### src/sv/tsb_pkg.sv
`default_nettype none

package tsb_pkg;

  localparam int NAME_W     = 32;
  localparam int SLOT_W     = 5;
  localparam int NSLOT_W    = 6;
  localparam int QUAD_W     = 16;
  localparam int LIMIT_W    = NSLOT_W + 1;
  localparam int CFG_IDX_W  = 1;
  localparam int CFG_DATA_W = 16;

  localparam int MAX_SLOTS_DEF = 32;

  localparam logic [NSLOT_W-1:0] SLOT_LIMIT_RST = NSLOT_W'(32);
  localparam logic [QUAD_W-1:0]  QUAD_CAP_RST   = QUAD_W'(1024);

  // Command codes carried with each request
  localparam logic CMD_SUBMIT = 1'b0;
  localparam logic CMD_FLUSH  = 1'b1;

  // Configuration register indexes
  localparam logic [CFG_IDX_W-1:0] REG_SLOT_LIMIT = CFG_IDX_W'(0);
  localparam logic [CFG_IDX_W-1:0] REG_QUAD_CAP   = CFG_IDX_W'(1);

  // Controller to datapath commands
  typedef struct packed {
    logic load;     // capture the accepted request
    logic match;    // capture the slot compare vector
    logic resolve;  // commit state and load the result register
  } tsb_cmd_t;

endpackage

`default_nettype wire

### src/sv/tsb_ctrl.sv
`default_nettype none

module tsb_ctrl (
  input  wire              clk,
  input  wire              rst_n,
  input  wire              in_tvalid,
  output logic             in_tready,
  output logic             out_tvalid,
  input  wire              out_tready,
  output tsb_pkg::tsb_cmd_t cmd
);

  typedef enum logic [1:0] {
    S_IDLE,
    S_MATCH,
    S_RESOLVE
  } state_t;

  state_t state_r, state_nxt;
  logic   out_tvalid_r, out_tvalid_nxt;
  logic   out_free;

  assign out_free  = !out_tvalid_r || out_tready;
  assign in_tready = (state_r == S_IDLE);
  assign out_tvalid = out_tvalid_r;

  always_comb begin
    state_nxt      = state_r;
    out_tvalid_nxt = out_tvalid_r && !out_tready;
    cmd            = '0;
    unique case (state_r)
      S_IDLE: begin
        if (in_tvalid) begin
          cmd.load  = 1'b1;
          state_nxt = S_MATCH;
        end
      end
      S_MATCH: begin
        cmd.match = 1'b1;
        state_nxt = S_RESOLVE;
      end
      S_RESOLVE: begin
        if (out_free) begin
          cmd.resolve    = 1'b1;
          out_tvalid_nxt = 1'b1;
          state_nxt      = S_IDLE;
        end
      end
      default: state_nxt = S_IDLE;
    endcase
  end

  always_ff @(posedge clk) begin
    if (!rst_n) begin
      state_r      <= S_IDLE;
      out_tvalid_r <= 1'b0;
    end else begin
      state_r      <= state_nxt;
      out_tvalid_r <= out_tvalid_nxt;
    end
  end

`ifndef SYNTHESIS
  a_valid_from_resolve: assert property (@(posedge clk) disable iff (!rst_n)
    $rose(out_tvalid_r) |-> $past(state_r == S_RESOLVE))
    else $error("result raised without a resolve step");
  a_stall_holds_resolve: assert property (@(posedge clk) disable iff (!rst_n)
    (state_r == S_RESOLVE && out_tvalid_r && !out_tready) |=> state_r == S_RESOLVE)
    else $error("resolve left while result register occupied");
  a_result_held: assert property (@(posedge clk) disable iff (!rst_n)
    (out_tvalid_r && !out_tready) |=> out_tvalid_r)
    else $error("result dropped while stalled");
`endif

endmodule

`default_nettype wire

### src/sv/tsb_dp.sv
`default_nettype none

module tsb_dp #(
  parameter int MAX_SLOTS = tsb_pkg::MAX_SLOTS_DEF
) (
  input  wire                               clk,
  input  wire                               rst_n,
  input  tsb_pkg::tsb_cmd_t                 cmd,
  input  wire                               cfg_wr_en,
  input  wire  [tsb_pkg::CFG_IDX_W-1:0]     cfg_index,
  input  wire  [tsb_pkg::CFG_DATA_W-1:0]    cfg_wdata,
  input  wire                               item_cmd,
  input  wire                               item_textured,
  input  wire  [tsb_pkg::NAME_W-1:0]        item_name,
  output logic [tsb_pkg::SLOT_W-1:0]        res_slot,
  output logic                              res_flushed,
  output logic [tsb_pkg::QUAD_W-1:0]        res_quads,
  output logic [tsb_pkg::NSLOT_W-1:0]       res_textures
);

  localparam int IDX_W = (MAX_SLOTS > 1) ? $clog2(MAX_SLOTS) : 1;
  localparam logic [tsb_pkg::LIMIT_W-1:0] MAX_LIM = tsb_pkg::LIMIT_W'(MAX_SLOTS);

  logic [tsb_pkg::NSLOT_W-1:0] slot_limit_r;
  logic [tsb_pkg::QUAD_W-1:0]  quad_cap_r;
  logic [tsb_pkg::NSLOT_W-1:0] next_slot_r, next_slot_nxt;
  logic [tsb_pkg::QUAD_W-1:0]  quad_count_r, quad_count_nxt;

  logic                        cmd_r;
  logic                        textured_r;
  logic [tsb_pkg::NAME_W-1:0]  name_r;

  logic [tsb_pkg::NAME_W-1:0]  names_r [MAX_SLOTS];
  logic [MAX_SLOTS-1:0]        match_vec;
  logic [MAX_SLOTS-1:0]        match_r;

  logic [tsb_pkg::LIMIT_W-1:0] limit;
  logic                        buffer_full;
  logic                        table_full;
  logic                        hit;
  logic [tsb_pkg::NSLOT_W-1:0] hit_idx;
  logic                        do_flush;
  logic                        wr_en;
  logic [tsb_pkg::NSLOT_W-1:0] wr_slot;
  logic [tsb_pkg::NSLOT_W-1:0] slot_sel;

  // Configuration registers
  always_ff @(posedge clk) begin
    if (!rst_n) begin
      slot_limit_r <= tsb_pkg::SLOT_LIMIT_RST;
      quad_cap_r   <= tsb_pkg::QUAD_CAP_RST;
    end else if (cfg_wr_en) begin
      unique case (cfg_index)
        tsb_pkg::REG_SLOT_LIMIT: slot_limit_r <= cfg_wdata[tsb_pkg::NSLOT_W-1:0];
        tsb_pkg::REG_QUAD_CAP:   quad_cap_r   <= cfg_wdata[tsb_pkg::QUAD_W-1:0];
        default: ;
      endcase
    end
  end

  always_ff @(posedge clk) begin
    if (cmd.load) begin
      cmd_r      <= item_cmd;
      textured_r <= item_textured;
      name_r     <= item_name;
    end
  end

  // Compare against bound slots 1 .. next_slot-1
  for (genvar i = 0; i < MAX_SLOTS; i++) begin : g_cmp
    if (i == 0) begin : g_reserved
      assign match_vec[i] = 1'b0;
    end else begin : g_slot
      assign match_vec[i] = (names_r[i] == name_r) &&
                            (tsb_pkg::NSLOT_W'(i) < next_slot_r);
    end
  end

  always_ff @(posedge clk) begin
    if (!rst_n) begin
      match_r <= '0;
    end else if (cmd.match) begin
      match_r <= match_vec;
    end
  end

  // Names are unique within a batch, so an OR of indexes encodes the hit
  always_comb begin
    hit_idx = '0;
    for (int i = 0; i < MAX_SLOTS; i++) begin
      if (match_r[i]) begin
        hit_idx = hit_idx | tsb_pkg::NSLOT_W'(i);
      end
    end
  end
  assign hit = |match_r;

  assign limit = ({1'b0, slot_limit_r} > MAX_LIM) ? MAX_LIM : {1'b0, slot_limit_r};
  assign buffer_full = ({1'b0, quad_count_r} + 17'd1) >= {1'b0, quad_cap_r};
  assign table_full  = {1'b0, next_slot_r} >= limit;

  always_comb begin
    do_flush       = 1'b0;
    wr_en          = 1'b0;
    wr_slot        = next_slot_r;
    slot_sel       = '0;
    next_slot_nxt  = next_slot_r;
    quad_count_nxt = quad_count_r + 16'd1;
    if (cmd_r == tsb_pkg::CMD_FLUSH) begin
      do_flush       = 1'b1;
      next_slot_nxt  = tsb_pkg::NSLOT_W'(1);
      quad_count_nxt = '0;
    end else if (!textured_r) begin
      if (buffer_full) begin
        do_flush       = 1'b1;
        next_slot_nxt  = tsb_pkg::NSLOT_W'(1);
        quad_count_nxt = 16'd1;
      end
    end else if (table_full || buffer_full) begin
      // flush, then bind the texture into slot 1
      do_flush       = 1'b1;
      wr_en          = 1'b1;
      wr_slot        = tsb_pkg::NSLOT_W'(1);
      slot_sel       = tsb_pkg::NSLOT_W'(1);
      next_slot_nxt  = tsb_pkg::NSLOT_W'(2);
      quad_count_nxt = 16'd1;
    end else if (hit) begin
      slot_sel = hit_idx;
    end else begin
      wr_en         = 1'b1;
      slot_sel      = next_slot_r;
      next_slot_nxt = next_slot_r + tsb_pkg::NSLOT_W'(1);
    end
  end

  always_ff @(posedge clk) begin
    if (!rst_n) begin
      next_slot_r  <= tsb_pkg::NSLOT_W'(1);
      quad_count_r <= '0;
    end else if (cmd.resolve) begin
      next_slot_r  <= next_slot_nxt;
      quad_count_r <= quad_count_nxt;
    end
  end

  always_ff @(posedge clk) begin
    if (cmd.resolve && wr_en) begin
      names_r[wr_slot[IDX_W-1:0]] <= name_r;
    end
  end

  always_ff @(posedge clk) begin
    if (cmd.resolve) begin
      res_slot     <= slot_sel[tsb_pkg::SLOT_W-1:0];
      res_flushed  <= do_flush;
      res_quads    <= do_flush ? quad_count_r : '0;
      res_textures <= do_flush ? next_slot_r : '0;
    end
  end

`ifndef SYNTHESIS
  a_unique_match: assert property (@(posedge clk) disable iff (!rst_n)
    $onehot0(match_r))
    else $error("texture name bound in more than one slot");
  a_next_slot_range: assert property (@(posedge clk) disable iff (!rst_n)
    (next_slot_r != '0) && ({1'b0, next_slot_r} <= MAX_LIM))
    else $error("next free slot out of range");
  a_end_batch_clears: assert property (@(posedge clk) disable iff (!rst_n)
    (cmd.resolve && cmd_r == tsb_pkg::CMD_FLUSH) |=>
      (quad_count_r == '0) && (next_slot_r == tsb_pkg::NSLOT_W'(1)))
    else $error("end of batch did not clear the batch state");
`endif

endmodule

`default_nettype wire

### src/sv/texture_slot_batcher.sv
`default_nettype none

// Texture slot batcher. Each request either submits one quad (in_tuser[0] = 0)
// or ends the batch (in_tuser[0] = 1); in_tuser[1] marks a textured quad and
// in_tdata carries its 32-bit texture name. Every request yields exactly one
// result: the slot the quad was given (0 for untextured quads and for end of
// batch), a flush flag on out_tuser, and for a flush the quad count and the
// number of bound slots (slot 0 included) of the batch that was closed. Slot
// names sit in a register file and are compared in parallel against the
// bound slots; each request passes three steps: accept, compare, resolve. The
// resolve step waits while the previous result is still held in the output
// register, so a stalled output adds its stall time to the next request.
// Write slot_limit (index 0) and quad_capacity (index 1) only while idle.
module texture_slot_batcher #(
  parameter int MAX_SLOTS = tsb_pkg::MAX_SLOTS_DEF
) (
  input  wire                            clk,
  input  wire                            rst_n,
  // request channel
  input  wire                            in_tvalid,
  output logic                           in_tready,
  input  wire  [31:0]                    in_tdata,   // [31:0] texture_name
  input  wire  [1:0]                     in_tuser,   // [0] cmd, [1] textured
  // result channel
  output logic                           out_tvalid,
  input  wire                            out_tready,
  output logic [31:0]                    out_tdata,  // [4:0] slot, [20:5] flushed_quads,
                                                     // [26:21] flushed_textures, rest 0
  output logic                           out_tuser,  // [0] flushed
  // configuration writes
  input  wire                            cfg_wr_en,
  input  wire  [tsb_pkg::CFG_IDX_W-1:0]  cfg_index,
  input  wire  [tsb_pkg::CFG_DATA_W-1:0] cfg_wdata
);

  tsb_pkg::tsb_cmd_t           cmd;
  logic [tsb_pkg::SLOT_W-1:0]  res_slot;
  logic [tsb_pkg::QUAD_W-1:0]  res_quads;
  logic [tsb_pkg::NSLOT_W-1:0] res_textures;

  // Sequence each request: accept, compare, resolve
  tsb_ctrl u_ctrl (
    .clk        (clk),
    .rst_n      (rst_n),
    .in_tvalid  (in_tvalid),
    .in_tready  (in_tready),
    .out_tvalid (out_tvalid),
    .out_tready (out_tready),
    .cmd        (cmd)
  );

  // Slot table, batch counters and result register
  tsb_dp #(
    .MAX_SLOTS (MAX_SLOTS)
  ) u_dp (
    .clk           (clk),
    .rst_n         (rst_n),
    .cmd           (cmd),
    .cfg_wr_en     (cfg_wr_en),
    .cfg_index     (cfg_index),
    .cfg_wdata     (cfg_wdata),
    .item_cmd      (in_tuser[0]),
    .item_textured (in_tuser[1]),
    .item_name     (in_tdata),
    .res_slot      (res_slot),
    .res_flushed   (out_tuser),
    .res_quads     (res_quads),
    .res_textures  (res_textures)
  );

  // Pack result fields, lowest field first, zero fill to 32 bits
  assign out_tdata = {5'd0, res_textures, res_quads, res_slot};

endmodule

`default_nettype wire

### config.mk
export PLATFORM = sky130hd
export DESIGN_NAME = texture_slot_batcher
export DESIGN_NICKNAME = d
export VERILOG_FILES = /design/src/sv/tsb_pkg.sv /design/src/sv/tsb_ctrl.sv /design/src/sv/tsb_dp.sv /design/src/sv/texture_slot_batcher.sv
export SDC_FILE = /design/constraint.sdc
export NUM_CORES = 1
export LEC_CHECK = 0
export BUFFER_PORTS_ARGS = -buffer_cell sky130_fd_sc_hd__buf_2
export CORE_UTILIZATION = 60
export CTS_CLUSTER_DIAMETER = 40
export DETAILED_ROUTE_END_ITERATION = 12
export PLACE_DENSITY_LB_ADDON = 0.25
export SLEW_MARGIN = 20
export SYNTH_ARGS = -nofsm -noshare
export SYNTH_HDL_FRONTEND = slang
export SYNTH_SLANG_ARGS = --single-unit
### constraint.sdc
create_clock -name clk -period 11.5 [get_ports clk]
set_clock_uncertainty 0.15 [all_clocks]
set_input_delay 1.725 -clock clk [delete_from_list [all_inputs] [get_ports clk]]
set_output_delay 1.725 -clock clk [all_outputs]
set_load 0.01 [all_outputs]
# Word level (Yosys, flattened, before mapping)
# Memory sizes are Yosys's and may differ from the RTL's.
# Index checks and enable logic that the tools add are counted.
# Widths: inputs -> output; s select.
totals:
  n_memories: 1
  mem_bits_rw: 1024
  reg_bits: 141
classes:
  eq_ne: 42
  n_lt_le_gt_ge: 34
  n_reduce_logical: 43
  muxes: 121
  addsub: 3
memory_table:
  columns: ["memory", "words", "width", "read_ports", "rd_clocked_by_memory_dff", "wr", "line_no", "text"]
  rows:
  - ["u_dp.names_r", 32, 32, 31, 0, 1, "tsb_dp.sv:33", "logic [tsb_pkg::NAME_W-1:0] names_r [MAX_SLOTS];"]
op_table:
  columns: ["op", "n"]
  rows:
  - ["$eq 32x32->1", 31]
  - ["$mux 16", 16]
  - ["$mux 5", 31]
  - ["$mux 6", 21]
  - ["$lt 5x6->1 const A", 16]
  - ["$mux 32", 2]
  - ["$lt 4x6->1 const A", 8]
  - ["$logic_and 1x1->1", 33]
  - ["$mux 1", 32]
  - ["$mux 4", 8]
  - ["$reduce_or 32->1", 1]
  - ["$lt 3x6->1 const A", 4]
  - ["$add 16x1->17 const B", 1]
  - ["$ge 17x16->1", 1]
  - ["$add 16x1->16 const B", 1]
  - ["$lt 2x6->1 const A", 2]
  - ["$mux 2", 6]
  - ["$mux 3", 4]
  - ["$ne 2x1->1 const B", 5]
  - ["$add 6x1->6 const B", 1]
  - ["$ge 6x6->1", 1]
  - ["$gt 6x6->1 const B", 1]
  - ["$lt 1x6->1 const A", 1]
  - ["$pmux 2 s3", 1]
  - ["10 further kinds", 15]

# Logic depth before layout (Yosys ltp)
logic_depth:
  word_depth: 40
  mapped_depth: 17

# Hierarchy
# A second synthesis with hierarchy kept.
unflattened:
  cells_unflattened: 3102
  area_unflattened_um2: 47494.3
by_module_without_submodules:
  columns: ["module", "area_per_inst_um2", "instances", "cells_per_inst"]
  rows:
  - ["tsb_dp", 47314.1, 1, 3083]
  - ["tsb_ctrl", 138.9, 1, 13]
  - ["texture_slot_batcher", 41.3, 1, 6]

# Worst setup path before layout
# Ideal clock, no wire load.
synth_timing:
  path_type: "reg-to-reg"
  startpoint: "reg u_dp.quad_count_r[2] (netlist name)"
  endpoint: "mem u_dp.names_r[31][0] (netlist name), enable pin"
  setup_time_ns: 0.424
  required_time_ns: 10.926
  arrival_ns: 4.741
  slack_ns: 6.185
  n_path_buf: 2
  path_stages_with_launch: 16
  path_cell_list: "dfxtp_1 > clkbuf_1 > and3_1 > and3_1 > clkbuf_1 > nand2_1 > or3_1 > xnor2_1 > ha_1 > a21o_1 > nand3_1 > a21oi_1 > a311o_2 > nor4_4 > nand4_2 > nor2b_1"
synth_between:
  elab_chain_cells: 12
  elab_cells_between_ends: 18
  cone_classes: "add/sub: 1; order compare: 1; mux: 14; reduce/logical: 2"
synth_lines:
  columns: ["item", "line_no", "text"]
  rows:
  - ["start: declaration", "tsb_dp.sv:27", "logic [tsb_pkg::QUAD_W-1:0] quad_count_r, quad_count_nxt;"]
  - ["start signal: assignment", "tsb_dp.sv:142", "quad_count_r <= quad_count_nxt;"]
  - ["$add 16x1->17 *", "tsb_dp.sv:99", "assign buffer_full = ({1'b0, quad_count_r} + 17'd1) >= {1'b0, quad_cap_r};"]
  - ["$ge 17x16->1 *", "tsb_dp.sv:99", null]
  - ["$logic_or 1x1->1 *", "tsb_dp.sv:119", "end else if (table_full || buffer_full) begin"]
  - ["$mux 1", "tsb_dp.sv:119", null]
  - ["$mux 1", "tsb_dp.sv:113", "end else if (!textured_r) begin"]
  - ["$mux 1", "tsb_dp.sv:109", "if (cmd_r == tsb_pkg::CMD_FLUSH) begin"]
  - ["$mux 1", "tsb_dp.sv:113", null]
  - ["$mux 1 (2 in a row)", "tsb_dp.sv:109", null]
  - ["$logic_and 1x1->1", "tsb_dp.sv:147", "if (cmd.resolve && wr_en) begin"]
  - ["$mux 1", "tsb_dp.sv:147", null]
  - ["$mux 1 (not written as such)", "tsb_dp.sv:148", "names_r[wr_slot[IDX_W-1:0]] <= name_r;"]
  - ["end: declaration", "tsb_dp.sv:33", null]
# Every way passes the cells marked *; elsewhere a longest branch is shown, timed or not. The select of a mux whose other input is x is not followed.

# Worst setup path in the final report
layout_timing:
  startpoint: "reg u_dp.quad_count_r[0] (netlist name)"
  endpoint: "mem u_dp.names_r[30][8] (netlist name), enable pin"
# Same word-level chain as after synthesis.

==> summary.md <==
| Metric | Value |
|---|---|
| Mean Syn Cell Area | `15.3 um^2` |
| Required time of the worst setup path | `11.73 ns` |
| Family with the most delay on the worst path | `simple AND/OR/NAND/NOR gates` |
| Min-Delay Path Class | `reg -> reg` |
| #FFs+latches synth | `1132` |
| Final Non-Filler Cells | `around 4.4k` |
| Yosys Warn Count | `0` |
| Final worst-path cycle share | `0.488` |
| Placed Cells incl. Taps | `approximately 4.2k` |
| # IOs | `91` |
| Drc violations | `0` |
| Slew at the pin with the worst max-slew slack | `1.10 ns` |
| Main combinational cell family by area after synthesis | `XOR/XNOR gates` |
| Layout area overhead | `14.1%` |
| Post-Synth Simple-Gate Area | `0.0710` |
| Critical path fanouts, max | `25` |
| Number of flops mapped to enable cells by yosys | `1054` |
| Initial Util | `0.610` |
| CTS Sinks | `1132` |
| CTS buffer count | `138` |
| DP Wirelength | `64400 um` |
| I/O Buffers | `85` |
| Post-route worst setup slack | `5.89 ns` |
| Commonest non-fill, non-tap cells in the layout | `1054 x edfxtp_1, 517 x xor2_1, 486 x xnor2_1` |
| Post-synthesis mux area share | `0.00105` |
| Routed WL | `117000 um` |
| Max-Cap Viols | `0` |
| Complex-gate fraction of the synthesized area | `0.0215` |
| Worst-path cell chain | `ha_1, nand3_1, and2_1, or2_2, ha_1, a211oi_1, nor2_1, o41a_4, nor4_4, nand4_2, nor2_2, buf_4` |
| Pre-antenna DRT Iters | `5` |
| Crit path largest cell delay | `0.76 ns` |
| Die Span X | `283 um` |
| Tmin final | `5.61 ns` |
| Outcome | `finished clean` |
| Leakage power | `17.7 nW` |
| Die H | `283 um` |
| DR WL/cell | `26.5 um` |
| Design Power | `roughly 0.0094 W` |
| VDD IR max | `about 0.15 mV` |
| Post-Syn Area | `47500 um^2` |
| Gpl congestion | `about 0.9` |
| Overflow after GRT | `0` |
| Clock H-tree levels | `4` |
| Core Box Area | `78000 um^2` |
| Die Outline Area | `80400 um^2` |
| Register area share after synthesis | `0.699` |
| CTS tree | `built` |
| Top cell type by total area after synthesis | `edfxtp_1` |
| Final Hold Fails | `0` |
| Pre-CTS setup slack | `6.05 ns` |
| Hold_buf cts | `0` |
| Synth area leaders | `edfxtp_1 67%, xor2_1 9.5%, xnor2_1 9.0%` |
| Max_slew headroom | `0.264` |
| Rows | `102` |
| Vias | `26.7k` |
| WHS | `0.324 ns` |
| Initial antenna violation count | `1` |
| Largest net degree at the start of global routing | `63` |
| Vias/cell | `6.04` |
| CTS Buffer Depth | `3` |
| Clock-pin slew on the worst setup and hold paths | `0.05 ns` |
| Synth Flop Type | `edfxtp_1` |
| Sum of negative setup slack | `0 ns` |
| Setup Crit Path Kind | `reg -> reg` |
| NumNets Final | `3347` |
| Synth async-reset ratio | `0` |
| Iter 0 DRT Violations | `2689` |
| RSZ-0062 raised after global routing | `no` |
| Cells after Synth | `3102` |
| Crit. End Element | `flip-flop` |
| Xor-xnor portion of the synthesized cell area | `0.185` |
| Final max-slew violation count | `0` |
| Commonest non-fill, non-tap cell in the layout | `edfxtp_1` |
| Crit path buf inv count | `1` |
| Final setup vio count | `0` |
| Fraction of layout cells with a size suffix above 1 | `0.137` |
| Fmax achieved | `0.178 GHz` |
| Root Driver | `clkbuf_16` |
| Yosys top cell area share | `0.666` |
| PD cells | `roughly 170 nW/um^2` |
| First-pass GRT wire length | `173000 um` |
| Most Frequent Cell on Critical Path | `ha_1` |
| Cell variety after synth | `60` |
| CP max stage cell | `nand4_2` |
| Antenna-violating nets left | `0` |
| Worst-skew pair later-pin latency | `a little over 0.7 ns` |
| Vias in the first global route | `27.1k` |
| Post-synthesis adder-cell area fraction | `0.00658` |
| Tot GR Track Use | `0.294` |
| Startpoint types | `flip-flop` |
| CP arrival | `5.84 ns` |
| Post-CTS Setup Inserts | `0` |
| Post-cts sizing count | `0` |
-- report_power, final --
group	internal, W	total, W	switching [W]	leakage (nW)
combinational	0.000155	0.000525	0.000369	5.32
sequential	0.00453	0.00454	0.0000125	10.1
clock	0.00270	0.00438	0.00168	2.27
total	0.00738	0.00944	0.00206	17.7
-- worst min-delay path: stages, from the launching register on --
cell      delay (ns)
dfxtp_1         0.31
nand2_1         0.05
a21boi_0        0.06
-- worst paths after layout --
path | start | end | slack (ns) | cells past startpoint
worst max-delay path | u_dp.quad_count_r[0] | u_dp.names_r[30][8] | 5.89 | 12
worst min-delay path | u_dp.quad_cap_r[3] | u_dp.quad_cap_r[3] | 0.32 | 2
worst max register to register | u_dp.quad_count_r[0] | u_dp.names_r[30][8] | 5.89 | 12
worst min register to register | u_dp.quad_cap_r[3] | u_dp.quad_cap_r[3] | 0.32 | 2
-- cell families (layout without fill, tap and decap cells) --
group | Yosys count | in the layout
other | 1 | 6
AOI/OAI and AO/OA | 143 | 143
buffers and inverters | 195 | 466
adders and majority gates | 25 | 25
xor gates and xnor gates | 1003 | 1003
muxes | 5 | 5
DFF | 1132 | 1132
and+or+nand+nor | 598 | 598
-- metrics by stage --
stage,util,instance area [um^2]
3_5_place_dp,0.635,49500
4_1_cts,0.695,54200
5_1_grt,0.695,54200
6_report,0.695,54200
3_3_place_gp,0.635,49500
2_1_floorplan,-,47600
-- per-layer routing --
layer / routed length (um) / vias up / track usage
li1: - / 11600 / -
met1: 48400 / 13500 / 0.405
met2: 54900 / 1251 / 0.471
met3: 9930 / 252 / 0.0564
met4: 3720 / 0 / 0.107
met5: 0 / - / 0
-- registers in the layout, indices dropped and copies added, names as in the netlist --
signal,count
u_ctrl.out_tvalid,1
u_dp.quad_count_r,16
u_dp.res_slot,5
u_dp.slot_limit_r,6
u_dp.textured_r,1
u_dp.res_textures,6
u_dp.name_r,32
u_dp.next_slot_r,6
u_dp.quad_cap_r,16
u_dp.names_r,992
u_ctrl.state_r,2
u_dp.match_r,31
u_dp.cmd_r,1
u_dp.res_flushed,1
u_dp.res_quads,16
-- cell type report --
| class | count | area [um^2] |
|---|---|---|
| Sequential cell | 1132 | 33200 |
| Fill cell | 4956 | 23800 |
| Multi-Input combinational cell | 1779 | 13700 |
| Clock buffer | 178 | 3830 |
| Tap cell | 1040 | 1300 |
| Timing Repair Buffer | 188 | 1230 |
| Clock inverter | 73 | 888 |
| Inverter | 27 | 101 |
| Antenna cell | 1 | 2.50 |
-- cell usage after synthesis (9+ instances only) --
cell type  number
nand3_1        37
clkbuf_1       84
xor2_1        517
nor4_1        149
and2_1         28
nor2b_1        13
inv_1          27
nand2_1        90
dfxtp_1        78
edfxtp_1     1054
ha_1           25
nand4_1       146
a21boi_0       17
buf_1          55
xnor2_1       486
a22o_1         17
nor2_1         60
nor3_1         27
nand2b_1        9
buf_2          24
o21ai_0        27
a21oi_1        29
Note: power is estimated with default switching activity, not from simulation.
